### src/design/nsp_pkg.sv
package nsp_pkg;

   localparam int SCORE_BITS    = 8;
   localparam int NOTE_BITS     = 8;
   localparam int VEL_BITS      = 8;
   localparam int OUT_TICK_BITS = 32;
   localparam int KIND_BITS     = 2;
   localparam int CAUSE_BITS    = 2;
   localparam int CSR_IDX_BITS  = 8;
   localparam int CSR_DATA_BITS = 8;
   localparam int CHUNK_BITS    = 6;
   localparam int QUEUE_DEPTH   = 4;
   localparam int QPTR_BITS     = $clog2(QUEUE_DEPTH);
   localparam int QCNT_BITS     = $clog2(QUEUE_DEPTH + 1);

   localparam logic [KIND_BITS-1:0] KIND_NOTE_OFF = 2'd0;
   localparam logic [KIND_BITS-1:0] KIND_NOTE_ON  = 2'd1;
   localparam logic [KIND_BITS-1:0] KIND_ENDED    = 2'd2;

   localparam logic [CAUSE_BITS-1:0] CAUSE_END_CODE  = 2'd0;
   localparam logic [CAUSE_BITS-1:0] CAUSE_RESERVED  = 2'd1;
   localparam logic [CAUSE_BITS-1:0] CAUSE_TRUNCATED = 2'd2;
   localparam logic [CAUSE_BITS-1:0] CAUSE_EXHAUSTED = 2'd3;

   localparam logic [CSR_IDX_BITS-1:0] CSR_NOTE_ON_VEL  = 8'd0;
   localparam logic [CSR_IDX_BITS-1:0] CSR_NOTE_OFF_VEL = 8'd1;

   localparam logic [5:0]          SUB_END     = 6'h3E;
   localparam logic [5:0]          SUB_EXT     = 6'h3F;
   localparam logic [VEL_BITS-1:0] VEL_DEFAULT = 8'd127;

   typedef struct packed {
      logic                     has_note;
      logic                     note_on;
      logic [NOTE_BITS-1:0]     note;
      logic [VEL_BITS-1:0]      vel;
      logic                     has_end;
      logic [CAUSE_BITS-1:0]    cause;
      logic [OUT_TICK_BITS-1:0] tick;
   } cmd_type;

   typedef struct packed {
      logic    valid;
      cmd_type cmd;
   } head_type;

endpackage

### src/design/nsp_req_if.sv
interface nsp_req_if import nsp_pkg::*; ();
   logic                  valid;
   logic                  ready;
   logic [SCORE_BITS-1:0] score_byte;
   logic                  last_byte;

   modport source(output valid, score_byte, last_byte, input ready);
   modport sink(input valid, score_byte, last_byte, output ready);
endinterface

### src/design/nsp_rsp_if.sv
interface nsp_rsp_if import nsp_pkg::*; ();
   logic                     valid;
   logic                     ready;
   logic [KIND_BITS-1:0]     event_kind;
   logic [NOTE_BITS-1:0]     note_number;
   logic [VEL_BITS-1:0]      velocity;
   logic [OUT_TICK_BITS-1:0] due_tick;
   logic [CAUSE_BITS-1:0]    end_cause;
   logic                     last_of_run;

   modport source(output valid, event_kind, note_number, velocity, due_tick, end_cause,
                  last_of_run, input ready);
   modport sink(input valid, event_kind, note_number, velocity, due_tick, end_cause,
                last_of_run, output ready);
endinterface

### src/design/nsp_csr_if.sv
interface nsp_csr_if import nsp_pkg::*; ();
   logic                     valid;
   logic                     ready;
   logic [CSR_IDX_BITS-1:0]  index;
   logic [CSR_DATA_BITS-1:0] wdata;

   modport source(output valid, index, wdata, input ready);
   modport sink(input valid, index, wdata, output ready);
endinterface

### src/design/nsp_front.sv
module nsp_front import nsp_pkg::*; #(
   parameter int MAX_DELTA_CHUNKS = 4,
   parameter int TICK_BITS        = 32
) (
   input  logic    clock,
   input  logic    reset,
   nsp_req_if.sink req_chan,
   nsp_csr_if.sink csr_chan,
   input  logic    q_full,
   output logic    push,
   output cmd_type push_cmd
);

   localparam int DELTA_BITS = CHUNK_BITS * MAX_DELTA_CHUNKS;
   localparam int CC_BITS    = $clog2(MAX_DELTA_CHUNKS + 1);

   typedef enum logic [1:0] {
      MODE_DELTA,
      MODE_DISPATCH,
      MODE_NOTE,
      MODE_VEL
   } mode_type;

   mode_type              mode_ff, mode_in, mode_eff;
   logic                  pend_on_ff, pend_on_in;
   logic [NOTE_BITS-1:0]  pend_note_ff, pend_note_in;
   logic [DELTA_BITS-1:0] acc_ff, acc_in, acc_eff, acc_new;
   logic [CC_BITS-1:0]    cc_ff, cc_in, cc_eff, cc_new;
   logic [TICK_BITS-1:0]  tick_ff, tick_in;
   logic                  done_ff, done_in;
   logic                  cfg_on_vel_ff, cfg_off_vel_ff;
   logic                  accept, restart, need_vel, b_on;
   logic [SCORE_BITS-1:0] b;
   logic                  last;
   logic [5:0]            sub;
   logic [NOTE_BITS-1:0]  note_now;
   cmd_type               cmd;

   assign req_chan.ready = !q_full;
   assign csr_chan.ready = 1'b1;
   assign accept         = req_chan.valid && req_chan.ready;
   assign b              = req_chan.score_byte;
   assign last           = req_chan.last_byte;
   assign b_on           = b[6];
   assign sub            = b[5:0];

   always_comb begin
      restart  = (mode_ff == MODE_DISPATCH) && !b[7];
      mode_eff = restart ? MODE_DELTA : mode_ff;
      cc_eff   = restart ? '0 : cc_ff;
      acc_eff  = restart ? '0 : acc_ff;
      acc_new  = acc_eff;
      for (int i = 0; i < MAX_DELTA_CHUNKS; i++) begin
         if (cc_eff == CC_BITS'(i)) begin
            acc_new[CHUNK_BITS*i +: CHUNK_BITS] = b[5:0];
         end
      end
      cc_new = cc_eff + CC_BITS'(1);

      mode_in      = mode_eff;
      pend_on_in   = pend_on_ff;
      pend_note_in = pend_note_ff;
      acc_in       = acc_eff;
      cc_in        = cc_eff;
      tick_in      = tick_ff;
      done_in      = done_ff;
      note_now     = pend_note_ff;
      need_vel     = 1'b0;

      cmd          = '0;
      cmd.note_on  = pend_on_ff;

      unique case (mode_eff)
         MODE_DELTA: begin
            if (!b[6] || (cc_new >= CC_BITS'(MAX_DELTA_CHUNKS)) || last) begin
               tick_in = tick_ff + TICK_BITS'(acc_new);
               acc_in  = '0;
               cc_in   = '0;
               mode_in = MODE_DISPATCH;
            end else begin
               acc_in = acc_new;
               cc_in  = cc_new;
            end
            if (last) begin
               cmd.has_end = 1'b1;
               cmd.cause   = CAUSE_EXHAUSTED;
            end
         end
         MODE_DISPATCH: begin
            if (sub == SUB_END) begin
               cmd.has_end = 1'b1;
               cmd.cause   = b_on ? CAUSE_RESERVED : CAUSE_END_CODE;
            end else if (sub == SUB_EXT) begin
               pend_on_in = b_on;
               mode_in    = MODE_NOTE;
               if (last) begin
                  cmd.has_end = 1'b1;
                  cmd.cause   = CAUSE_TRUNCATED;
               end
            end else begin
               pend_on_in   = b_on;
               pend_note_in = NOTE_BITS'(sub);
               note_now     = NOTE_BITS'(sub);
               need_vel     = b_on ? cfg_on_vel_ff : cfg_off_vel_ff;
               cmd.note_on  = b_on;
            end
         end
         MODE_NOTE: begin
            pend_note_in = b;
            note_now     = b;
            need_vel     = pend_on_ff ? cfg_on_vel_ff : cfg_off_vel_ff;
         end
         MODE_VEL: begin
            cmd.has_note = 1'b1;
            cmd.vel      = pend_on_ff ? b : '0;
            mode_in      = MODE_DISPATCH;
            if (last) begin
               cmd.has_end = 1'b1;
               cmd.cause   = CAUSE_EXHAUSTED;
            end
         end
         default: begin
            mode_in = MODE_DELTA;
         end
      endcase

      // note known in this byte: wait for velocity or report now
      if ((mode_eff == MODE_NOTE) ||
          ((mode_eff == MODE_DISPATCH) && (sub != SUB_END) && (sub != SUB_EXT))) begin
         if (need_vel) begin
            mode_in = MODE_VEL;
            if (last) begin
               cmd.has_end = 1'b1;
               cmd.cause   = CAUSE_TRUNCATED;
            end
         end else begin
            cmd.has_note = 1'b1;
            cmd.vel      = cmd.note_on ? VEL_DEFAULT : '0;
            mode_in      = MODE_DISPATCH;
            if (last) begin
               cmd.has_end = 1'b1;
               cmd.cause   = CAUSE_EXHAUSTED;
            end
         end
      end

      cmd.note = note_now;
      cmd.tick = OUT_TICK_BITS'(tick_in);
      if (cmd.has_end) begin
         done_in = 1'b1;
      end
   end

   assign push     = accept && !done_ff && (cmd.has_note || cmd.has_end);
   assign push_cmd = cmd;

   always_ff @(posedge clock) begin
      if (reset) begin
         mode_ff        <= MODE_DELTA;
         pend_on_ff     <= 1'b0;
         pend_note_ff   <= '0;
         acc_ff         <= '0;
         cc_ff          <= '0;
         tick_ff        <= '0;
         done_ff        <= 1'b0;
         cfg_on_vel_ff  <= 1'b0;
         cfg_off_vel_ff <= 1'b0;
      end else begin
         if (accept && !done_ff) begin
            mode_ff      <= mode_in;
            pend_on_ff   <= pend_on_in;
            pend_note_ff <= pend_note_in;
            acc_ff       <= acc_in;
            cc_ff        <= cc_in;
            tick_ff      <= tick_in;
            done_ff      <= done_in;
         end
         if (csr_chan.valid && csr_chan.ready) begin
            unique case (csr_chan.index)
               CSR_NOTE_ON_VEL:  cfg_on_vel_ff  <= csr_chan.wdata[0];
               CSR_NOTE_OFF_VEL: cfg_off_vel_ff <= csr_chan.wdata[0];
               default: ;
            endcase
         end
      end
   end

`ifndef SYNTHESIS
   a_no_push_after_end: assert property (@(posedge clock) disable iff (reset)
      done_ff |-> !push)
      else $error("word queued after playback ended");

   a_end_sets_done: assert property (@(posedge clock) disable iff (reset)
      (push && push_cmd.has_end) |=> done_ff)
      else $error("end result did not stop the parser");

   a_chunks_bounded: assert property (@(posedge clock) disable iff (reset)
      cc_ff < CC_BITS'(MAX_DELTA_CHUNKS))
      else $error("delta chunk count out of range");
`endif

endmodule

### src/design/nsp_queue.sv
module nsp_queue import nsp_pkg::*; (
   input  logic     clock,
   input  logic     reset,
   input  logic     push,
   input  cmd_type  push_cmd,
   input  logic     pop,
   output logic     full,
   output head_type head
);

   cmd_type              mem_ff [QUEUE_DEPTH];
   logic [QPTR_BITS-1:0] wr_ptr_ff, rd_ptr_ff;
   logic [QCNT_BITS-1:0] count_ff;

   assign full       = (count_ff == QCNT_BITS'(QUEUE_DEPTH));
   assign head.valid = (count_ff != '0);
   assign head.cmd   = mem_ff[rd_ptr_ff];

   always_ff @(posedge clock) begin
      if (push) begin
         mem_ff[wr_ptr_ff] <= push_cmd;
      end
   end

   always_ff @(posedge clock) begin
      if (reset) begin
         wr_ptr_ff <= '0;
         rd_ptr_ff <= '0;
         count_ff  <= '0;
      end else begin
         if (push) begin
            wr_ptr_ff <= wr_ptr_ff + QPTR_BITS'(1);
         end
         if (pop) begin
            rd_ptr_ff <= rd_ptr_ff + QPTR_BITS'(1);
         end
         if (push && !pop) begin
            count_ff <= count_ff + QCNT_BITS'(1);
         end else if (pop && !push) begin
            count_ff <= count_ff - QCNT_BITS'(1);
         end
      end
   end

`ifndef SYNTHESIS
   a_no_overflow: assert property (@(posedge clock) disable iff (reset)
      full |-> !push)
      else $error("queue written while full");

   a_no_underflow: assert property (@(posedge clock) disable iff (reset)
      pop |-> head.valid)
      else $error("queue read while empty");

   a_count_bound: assert property (@(posedge clock) disable iff (reset)
      count_ff <= QCNT_BITS'(QUEUE_DEPTH))
      else $error("queue count out of range");
`endif

endmodule

### src/design/nsp_back.sv
module nsp_back import nsp_pkg::*; (
   input  logic      clock,
   input  logic      reset,
   input  head_type  head,
   output logic      pop,
   nsp_rsp_if.source rsp_chan
);

   logic phase_ff;
   logic is_note, is_last, fire;

   assign is_note = head.cmd.has_note && !phase_ff;
   assign is_last = !(is_note && head.cmd.has_end);
   assign fire    = rsp_chan.valid && rsp_chan.ready;
   assign pop     = fire && is_last;

   assign rsp_chan.valid       = head.valid;
   assign rsp_chan.event_kind  = is_note ? (head.cmd.note_on ? KIND_NOTE_ON : KIND_NOTE_OFF)
                                         : KIND_ENDED;
   assign rsp_chan.note_number = is_note ? head.cmd.note : '0;
   assign rsp_chan.velocity    = is_note ? head.cmd.vel : '0;
   assign rsp_chan.due_tick    = head.cmd.tick;
   assign rsp_chan.end_cause   = is_note ? CAUSE_END_CODE : head.cmd.cause;
   assign rsp_chan.last_of_run = is_last;

   always_ff @(posedge clock) begin
      if (reset) begin
         phase_ff <= 1'b0;
      end else if (fire) begin
         phase_ff <= !is_last;
      end
   end

`ifndef SYNTHESIS
   a_phase_needs_end: assert property (@(posedge clock) disable iff (reset)
      phase_ff |-> (head.valid && head.cmd.has_note && head.cmd.has_end))
      else $error("second word pending without an end result");

   a_split_then_end: assert property (@(posedge clock) disable iff (reset)
      (fire && !is_last) |=> (rsp_chan.valid && rsp_chan.event_kind == KIND_ENDED))
      else $error("note word not followed by end word");
`endif

endmodule

### src/design/note_score_stream_parser_top.sv
// Note score body parser. Takes one score word per cycle on req_chan while
// the queue is not full and reports note-off, note-on and playback-ended
// results on rsp_chan, each with the accumulated due tick; comparing it
// against the system tick is left to the consumer. The result port moves
// one word per cycle while rsp_chan.ready is high, so a byte that yields
// both a note and an end result needs two result words. A four-entry queue
// between the parser and the result stage absorbs that, and req_chan.ready
// drops only while the queue is full. A result is registered in the queue
// when its byte is taken and is shown on rsp_chan from there. Configuration
// writes on csr_chan are always ready, and no clearing pass follows reset.
// After the end result every further byte taken is dropped until reset.
module note_score_stream_parser_top import nsp_pkg::*; #(
   parameter int MAX_DELTA_CHUNKS = 4,
   parameter int TICK_BITS        = 32
) (
   input  logic      clock,
   input  logic      reset,
   nsp_req_if.sink   req_chan,
   nsp_rsp_if.source rsp_chan,
   nsp_csr_if.sink   csr_chan
);

   logic     push, pop, q_full;
   cmd_type  push_cmd;
   head_type head;

   nsp_front #(
      .MAX_DELTA_CHUNKS(MAX_DELTA_CHUNKS),
      .TICK_BITS       (TICK_BITS)
   ) u_front (
      .clock   (clock),
      .reset   (reset),
      .req_chan(req_chan),
      .csr_chan(csr_chan),
      .q_full  (q_full),
      .push    (push),
      .push_cmd(push_cmd)
   );

   nsp_queue u_queue (
      .clock   (clock),
      .reset   (reset),
      .push    (push),
      .push_cmd(push_cmd),
      .pop     (pop),
      .full    (q_full),
      .head    (head)
   );

   nsp_back u_back (
      .clock   (clock),
      .reset   (reset),
      .head    (head),
      .pop     (pop),
      .rsp_chan(rsp_chan)
   );

endmodule
### src/flat_wrapper.sv
// flat-port wrapper written by rule: the top's interface ports become plain ports
module note_score_stream_parser_top_flat import nsp_pkg::*;
#(
   parameter int MAX_DELTA_CHUNKS = 4,
   parameter int TICK_BITS        = 32
)
  (clock, reset, req_chan_valid, req_chan_score_byte, req_chan_last_byte, req_chan_ready, rsp_chan_valid, rsp_chan_event_kind, rsp_chan_note_number, rsp_chan_velocity, rsp_chan_due_tick, rsp_chan_end_cause, rsp_chan_last_of_run, rsp_chan_ready, csr_chan_valid, csr_chan_index, csr_chan_wdata, csr_chan_ready);
  nsp_req_if req_chan_i ();
  nsp_rsp_if rsp_chan_i ();
  nsp_csr_if csr_chan_i ();
  input  logic clock;
  input  logic reset;
  input wire logic [$bits(req_chan_i.valid)-1:0] req_chan_valid;
  input wire logic [$bits(req_chan_i.score_byte)-1:0] req_chan_score_byte;
  input wire logic [$bits(req_chan_i.last_byte)-1:0] req_chan_last_byte;
  output wire logic [$bits(req_chan_i.ready)-1:0] req_chan_ready;
  output wire logic [$bits(rsp_chan_i.valid)-1:0] rsp_chan_valid;
  output wire logic [$bits(rsp_chan_i.event_kind)-1:0] rsp_chan_event_kind;
  output wire logic [$bits(rsp_chan_i.note_number)-1:0] rsp_chan_note_number;
  output wire logic [$bits(rsp_chan_i.velocity)-1:0] rsp_chan_velocity;
  output wire logic [$bits(rsp_chan_i.due_tick)-1:0] rsp_chan_due_tick;
  output wire logic [$bits(rsp_chan_i.end_cause)-1:0] rsp_chan_end_cause;
  output wire logic [$bits(rsp_chan_i.last_of_run)-1:0] rsp_chan_last_of_run;
  input wire logic [$bits(rsp_chan_i.ready)-1:0] rsp_chan_ready;
  input wire logic [$bits(csr_chan_i.valid)-1:0] csr_chan_valid;
  input wire logic [$bits(csr_chan_i.index)-1:0] csr_chan_index;
  input wire logic [$bits(csr_chan_i.wdata)-1:0] csr_chan_wdata;
  output wire logic [$bits(csr_chan_i.ready)-1:0] csr_chan_ready;
  assign req_chan_i.valid = req_chan_valid;
  assign req_chan_i.score_byte = req_chan_score_byte;
  assign req_chan_i.last_byte = req_chan_last_byte;
  assign req_chan_ready = req_chan_i.ready;
  assign rsp_chan_valid = rsp_chan_i.valid;
  assign rsp_chan_event_kind = rsp_chan_i.event_kind;
  assign rsp_chan_note_number = rsp_chan_i.note_number;
  assign rsp_chan_velocity = rsp_chan_i.velocity;
  assign rsp_chan_due_tick = rsp_chan_i.due_tick;
  assign rsp_chan_end_cause = rsp_chan_i.end_cause;
  assign rsp_chan_last_of_run = rsp_chan_i.last_of_run;
  assign rsp_chan_i.ready = rsp_chan_ready;
  assign csr_chan_i.valid = csr_chan_valid;
  assign csr_chan_i.index = csr_chan_index;
  assign csr_chan_i.wdata = csr_chan_wdata;
  assign csr_chan_ready = csr_chan_i.ready;
  note_score_stream_parser_top #(.MAX_DELTA_CHUNKS(MAX_DELTA_CHUNKS), .TICK_BITS(TICK_BITS)) u_core (.clock(clock), .reset(reset), .req_chan(req_chan_i), .rsp_chan(rsp_chan_i), .csr_chan(csr_chan_i));
endmodule
### config.mk
export PLATFORM = sky130hd
export DESIGN_NAME = note_score_stream_parser_top_flat
export DESIGN_NICKNAME = d
export VERILOG_FILES = /design/src/design/nsp_pkg.sv /design/src/design/nsp_req_if.sv /design/src/design/nsp_rsp_if.sv /design/src/design/nsp_csr_if.sv /design/src/design/nsp_front.sv /design/src/design/nsp_queue.sv /design/src/design/nsp_back.sv /design/src/design/note_score_stream_parser_top.sv /design/src/flat_wrapper.sv
export SDC_FILE = /design/constraint.sdc
export NUM_CORES = 1
export LEC_CHECK = 0
export ABC_CLOCK_PERIOD_IN_PS = 6450
export BUFFER_PORTS_ARGS = -buffer_cell sky130_fd_sc_hd__buf_4
export CORE_MARGIN = 5
export CORE_UTILIZATION = 40
export DETAILED_ROUTE_END_ITERATION = 12
export SYNTH_ARGS = -nofsm -noshare
export SYNTH_HDL_FRONTEND = slang
export SYNTH_SLANG_ARGS = --single-unit
### constraint.sdc
create_clock -name clock -period 6.45 [get_ports clock]
set_input_delay 0.3225 -clock clock [delete_from_list [all_inputs] [get_ports clock]]
set_output_delay 0.3225 -clock clock [all_outputs]
set_load 0.05 [all_outputs]
==> impl_results.md, run 1 <==
- Max Clk Rate: 207 MHz
- Bufs on Longest Clock Path: 3
- Count of cell types in the netlist: 78
- Final ANT Viol Nets: 0
- ANT cells: 0
- Finished Layout Cells: 1707
- DRT Pass-1 Iters: 6
- RSZ-0062 raised after global routing: false
- Syn_area_per_cell: 12.1 um2
- DR vias: 9697
- Top cells by area, synth: edfxtp_1, dfxtp_1, mux4_2, ha_1, nand2_1
- Clock-pin slew reported for the worst setup and hold paths after clock tree synthesis: 0.07 ns
- Status: completed
- Post-CTS Hold Fix Bufs: 0
- Worst slew pin tran: 1.22 ns
- Cts bufs inserted: 30
- Final Hold Viols: 0
- Peak supply drop: 0.199 mV
- CP required: 6.66 ns
- # setup viols final: 0
- Most frequent cell after synthesis: edfxtp_1
- Cell area after synthesis: 14300 um2
- Setup Buffers After CTS: 0
- Via density: 5.68
- CP max stage cell: or3b_2
- Multi-input combinational cell area: 5800 um2
- Share of layout cells above drive strength 1: 18.1%
- Crit. End Element: flop
- Placed Cells: 1651
- Synth async-reset ratio: 0%
- Pwr/cell area: 423 nW/um2
- Root Driver: clkbuf_16
- Final Slew Violations: 0
- GRT Resource Usage Total: 17.4%
- CTS tree: built
- Final min period: 4.84 ns
- Crit-path max FO: 17
- Worst min path class: in -> reg
- Synth top area share: 44.6%
- Routed Wire Length: 34.6 mm
- Tcrit/Tclk final: 75.0%
- Worst setup startpoint: u_core.u_front.mode_ff[1]
- Total global routing overflow: 0
- Leak: 5.86 nW
- First-pass GRT wire length: 54.9 mm
- Core Area: 35400 um2
- Largest net degree at the start of global routing: 85
- # IOs: 86
- DR WL/cell: 20.2 um
- Synth area leader: edfxtp_1
- CP max stage delay: 0.68 ns
- Post-synth top cells: edfxtp_1, nand2_1, nor2_1
- Slew margin rel.: 19.0%
- Max-cap violations: 0
- Fillers: 3244
- PostCTS Resize Cnt: 0
- Starting Density: 40.3%
- Die Wd: 199 um
- CTS Sinks: 295
- Final #Nets: 1295
- Chip height: 199 um
- Ys Warns: 0
- Synth Flop Type: edfxtp_1
- Post-synth EDFFs: 212
- CP startpoint kind: flop
- Worst-path cell chain: or3b_2, nand2_1, inv_1, ha_1, a21oi_1, a22o_1, ha_1, nand2_1, a2111oi_2, a21oi_1, a21oi_2, and2_1, o311ai_0
- Global placement routability congestion: 0.892
- FP Rows: 69
- Worst Skew: 0.0172 ns
- Layout area overhead: 14.0%
- Post-synthesis cell count: 1177
- IO Port Bufs: 77
- H-tree Lvls: 1
- Synthesis-stage register bit count: 295
- Setup Total Neg Slack: 0 ns
- Number of DRC markers in iteration 0: 821
- DRC viols: 0
- Die area: 39500 um2
- Kind of critical path: reg -> reg
- R2r startpoint: u_core.u_front.mode_ff[1]
- Hold path startpoint: csr_chan_wdata[0]
- Initial antenna violation count: 0
- Sequential cell area: 8030 um2
- HPWL after DPL: 22.3 mm
- WP data arrival: 5.05 ns
- Top delay family on crit path: compound AO/OA/AOI/OAI gates
- Sequential fraction of the synthesis area: 56.3%
- Syn_nets: 1250
- Total power: 6.87 mW
- WP buf/inv: 1
- Worst-Skew Late Latency: 0.56 ns
- Number of global-route vias before repair: 9774
==> logic make-up after synthesis <==
family          Yosys count  share of synthesized area [%]
other cells               1                         0.0263
compound gates          275                           13.7
simple gates            366                           12.2
mux                      64                           9.18
xor+xnor                 26                           1.60
flops                   295                           56.3
buf+inv                 107                           3.15
fa+ha+maj                43                           3.88
==> cell type report <==
class                           instances  share of cell area [%]
Multi-Input combinational cell        775                    35.7
Sequential cell                       295                    49.4
Clock buffer                           36                    5.13
Tap cell                              461                    3.55
Clock inverter                         20                    1.37
Timing Repair Buffer                   91                    4.20
Inverter                               29                   0.669
==> worst paths after layout <==
kind | cells past startpoint | slack, ns | to
max | 13 | 1.61 | u_core.u_queue.mem_ff[0][27]
min | 3 | 0.03 | u_core.u_front.cfg_on_vel_ff
max reg2reg | 13 | 1.61 | u_core.u_queue.mem_ff[0][27]
min reg2reg | 2 | 0.46 | u_core.u_front.pend_note_ff[6]
==> report_power, final <==
| part | total (mW) | switching [mW] | internal (mW) | leakage (nW) |
|---|---|---|---|---|
| Clock | 1.83 | 0.746 | 1.09 | 0.525 |
| Combinational | 2.53 | 1.70 | 0.835 | 2.66 |
| Sequential | 2.50 | 0.129 | 2.38 | 2.68 |
| Total | 6.87 | 2.57 | 4.30 | 5.86 |
==> sequential cells by signal, indices dropped and copies added (netlist names), named ones only <==
name                           flops
u_core.u_back.phase_ff             1
u_core.u_front.cfg_on_vel_ff       1
u_core.u_queue.rd_ptr_ff           2
u_core.u_front.cfg_off_vel_ff      1
u_core.u_queue.wr_ptr_ff           2
u_core.u_front.pend_on_ff          1
u_core.u_front.pend_note_ff        8
u_core.u_front.acc_ff             24
u_core.u_front.done_ff             1
u_core.u_front.tick_ff            32
u_core.u_queue.mem_ff            212
u_core.u_front.mode_ff             2
u_core.u_queue.count_ff            3
u_core.u_front.cc_ff               3
==> per-layer routing <==
layer	global-route usage, %	share of wire, %	up-vias
met4	4.23	2.0	0
li1	-	-	4588
met5	0	0	-
met3	2.34	5.0	50
met1	23.8	45	4789
met2	29.6	48	270
==> worst reg2reg max path, stage by stage, from the launching register on <==
cell,delay [ns]
dfxtp_1,0.38
or3b_2,0.68
nand2_1,0.16
inv_1,0.07
ha_1,0.20
a21oi_1,0.45
a22o_1,0.29
ha_1,0.26
nand2_1,0.19
a2111oi_2,0.66
a21oi_1,0.19
a21oi_2,0.43
and2_1,0.24
o311ai_0,0.30
==> metrics by stage <==
stage / setup WS, ns / hold slack [ns] / cell area, um2 / util [%]
2_1_floorplan: 2.21 / 0.436 / 14300 / -
3_3_place_gp: 1.70 / 0.442 / 15200 / 43.0
3_5_place_dp: 1.69 / 0.454 / 15200 / 43.0
4_1_cts: 1.73 / 0.00265 / 16300 / 45.9
5_1_grt: 1.33 / 0.0491 / 16300 / 45.9
6_report: 1.61 / 0.0260 / 16300 / 45.9
==> cell usage in the layout, fill, tap and decap left out, drive strengths merged, types with 6 or more instances in the layout <==
cell,synthesis,layout
xor2,10,10
o311ai,8,8
ha,41,41
a211oi,6,6
a21o,20,20
o211ai,14,14
nor2b,7,7
o31ai,6,6
or3,8,8
and2,19,19
clkbuf,45,36
nand4,11,11
nor3,20,20
nor2,90,90
nor4,7,7
clkinv,0,12
nand2,121,121
edfxtp,212,212
a22o,18,18
a31oi,7,7
o21ai,63,63
xnor2,16,16
a22oi,33,33
nand3,29,29
a211o,6,6
buf,33,91
inv,29,32
mux2i,6,6
and3,26,26
a21oi,49,49
mux4,53,53
dfxtp,83,83
Power figures use the tool's default switching activity.
==> run 2: changes to the inputs <==
Settings changed: ABC_CLOCK_PERIOD_IN_PS 6450 to 5050.
Clock period 6.45 ns to 5.05 ns, I/O delays scaled along.
==> impl_results.md, run 2 (synthesized netlist as in run 1, its figures left out) <==
- Status: completed (unchanged)
- HPWL after DPL: 22.3 mm (about the same)
- Worst min path class: in -> reg (unchanged)
- Most common cell after layout, fill and taps aside: edfxtp_1 (unchanged)
- Worst Skew: 0.0144 ns (was 0.0172 ns)
- Slew margin rel.: 24.0% (was 19.0%)
- GRT Resource Usage Total: 17.1% (was 17.4%)
- Net switching power: 3.27 mW (was 2.57 mW)
- Bufs on Longest Clock Path: 3 (unchanged)
- Pwr/cell area: 529 nW/um2 (was 423 nW/um2)
- First-pass GRT wire length: 54.1 mm (was 54.9 mm)
- Die Wd: 199 um (unchanged)
- Crit. End Element: flop (unchanged)
- Share of layout cells above drive strength 1: 18.3% (was 18.1%)
- Fillers: 3240 (was 3244)
- Core Area: 35400 um2 (unchanged)
- Setup Total Neg Slack: 0 ns (unchanged)
- ANT cells: 0 (unchanged)
- CTS tree: built (unchanged)
- CP startpoint kind: flop (unchanged)
- Via density: 5.62 (was 5.68)
- Final #Nets: 1305 (was 1295)
- Top Registers: u_core.u_queue.mem_ff (212), u_core.u_front.tick_ff (32), u_core.u_front.acc_ff (24) (unchanged)
- FP Rows: 69 (unchanged)
- CP required: 5.48 ns (was 6.66 ns)
- Total power: 8.62 mW (was 6.87 mW)
- Final Hold Viols: 0 (unchanged)
- Comb pwr share: 37.7% (was 36.9%)
- Final ANT Viol Nets: 0 (unchanged)
- Leak: 5.87 nW (was 5.86 nW)
- Worst slew pin tran: 1.14 ns (was 1.22 ns)
- # setup viols final: 0 (unchanged)
- Kind of critical path: reg -> reg (unchanged)
- IO Port Bufs: 77 (unchanged)
- Sw Ratio: 37.9% (was 37.4%)
- Layout area overhead: 14.3% (was 14.0%)
- Max-cap violations: 0 (unchanged)
- Total global routing overflow: 0 (unchanged)
- Clock-pin slew reported for the worst setup and hold paths after clock tree synthesis: 0.06 ns (was 0.07 ns)
- Number of global-route vias before repair: 9751 (was 9774)
- Chip height: 199 um (unchanged)
- Cts bufs inserted: 31 (was 30)
- Top reg by flops: u_core.u_queue.mem_ff (unchanged)
- Worst-Skew Late Latency: 0.57 ns (was 0.56 ns)
- Clock power share: 25.3% (was 26.7%)
- Number of flip-flops in the largest register: 212 (unchanged)
- Max Clk Rate: 212 MHz (was 207 MHz)
- Initial antenna violation count: 0 (unchanged)
- DR WL/cell: 19.6 um (was 20.2 um)
- Pint: 5.35 mW (was 4.30 mW)
- Tcrit/Tclk final: 93.5% (was 75.0%)
- RSZ-0062 raised after global routing: false (unchanged)
- Number of DRC markers in iteration 0: 677 (was 821)
- Register-to-Register Path Depth: 13 (unchanged)
- Starting Density: 40.3% (unchanged)
- Fin Hold WS: 0.0309 ns (was 0.0260 ns)
- DRC viols: 0 (unchanged)
- Root Driver: clkbuf_16 (unchanged)
- Crit-path max FO: 17 (unchanged)
- Peak supply drop: 0.277 mV (was 0.199 mV)
- Final min period: 4.72 ns (was 4.84 ns)
- Routed Wire Length: 33.8 mm (was 34.6 mm)
- CTS Sinks: 295 (unchanged)
- Core Util, Final: 46.0% (was 45.9%)
- Hold path depth: 4 (was 3)
- # IOs: 86 (unchanged)
- Largest net degree at the start of global routing: 54 (was 85)
- Most frequent cells in the layout: edfxtp_1, nand2_1, buf_4 (unchanged)
- Seq pwr share: 37.0% (was 36.5%)
- WP data arrival: 5.15 ns (was 5.05 ns)
- Die area: 39500 um2 (unchanged)
- H-tree Lvls: 1 (unchanged)
- DR vias: 9649 (was 9697)
- DRT Pass-1 Iters: 5 (was 6)
- R2R Setup Slk: 0.33 ns (was 1.61 ns)
- Final Slew Violations: 0 (unchanged)
- Global placement routability congestion: 0.909 (was 0.892)
[run 2: changes by cell type in the layout (fill, tap and decap cells not counted), sizes merged]
| cell | change |
|---|---|
| buf | +7 |
| bufinv | -4 |
| clkbuf | +7 |
| clkinv | -3 |
| clkinvlp | +2 |
| dlygate4sd3 | +2 |
[run 2: layer usage]
| metal | share of wire (%) | vias up | GRT usage (%) |
|---|---|---|---|
| met3 | 3.6 | 54 | 2.02 |
| met1 | 45 | 4786 | 23.7 |
| met2 | 49 | 201 | 28.7 |
| li1 | - | 4608 | - |
| met4 | 2.5 | 0 | 4.91 |
| met5 | 0 | - | 0 |
[run 2: cell type report]
| class | count | area (um2) | share of cell area, % |
|---|---|---|---|
| clock buffers | 43 | 882 | 5.41 |
| flip-flops and latches | 295 | 8030 | 49.3 |
| multi-input cells | 775 | 5800 | 35.6 |
| well taps | 461 | 577 | 3.54 |
| repair buffers | 100 | 793 | 4.87 |
| inverters | 29 | 109 | 0.668 |
| clock inverters | 15 | 100 | 0.614 |
[run 2: through the flow]
stage	instances	worst slack, ns	area [um2]
3_5_place_dp	1658	0.456	15300
4_1_cts	1718	0.390	16300
3_3_place_gp	1658	0.430	15300
5_1_grt	1718	0.00583	16300
6_report	1718	0.326	16300
2_1_floorplan	1177	0.809	14300
[run 2: final timing paths]
path,startpoint,to
worst max-delay path,u_core.u_front.mode_ff[1],u_core.u_queue.mem_ff[0][27]
worst min-delay path,csr_chan_index[0],u_core.u_front.cfg_on_vel_ff
worst min register to register,u_core.u_front.pend_note_ff[7],u_core.u_front.pend_note_ff[7]
worst max register to register,u_core.u_front.mode_ff[1],u_core.u_queue.mem_ff[0][27]
[run 2: power by group through the flow]
stage               sequential (mW)  combinational, mW  clock (mW)
floorplan                      3.15               2.43           0
global placement               3.23               3.26           0
detailed placement             3.25               3.28           0
CTS                            3.20               3.29        2.23
global route                   3.23               3.48        2.33
finish                         3.19               3.25        2.18
[run 2: worst max-delay path, stage by stage, from the launching register on]
cell and delay, ns:
dfxtp_1 0.38, or3b_2 0.69, and2_1 0.27, ha_1 0.19
a21oi_1 0.40, a22o_1 0.24, ha_1 0.30, a21oi_1 0.33
o211ai_1 0.15, a21boi_0 0.54, a21oi_2 0.27, and2_1 0.26
o311ai_0 0.37, buf_4 0.20
[run 2: what timing repair did]
item | 4_1_cts | 5_1_grt
buffers inserted | 0 | 0
hold buffers | 2 | 0
gates resized for setup | 0 | 0
endpoints found under the hold margin | 3 | 0
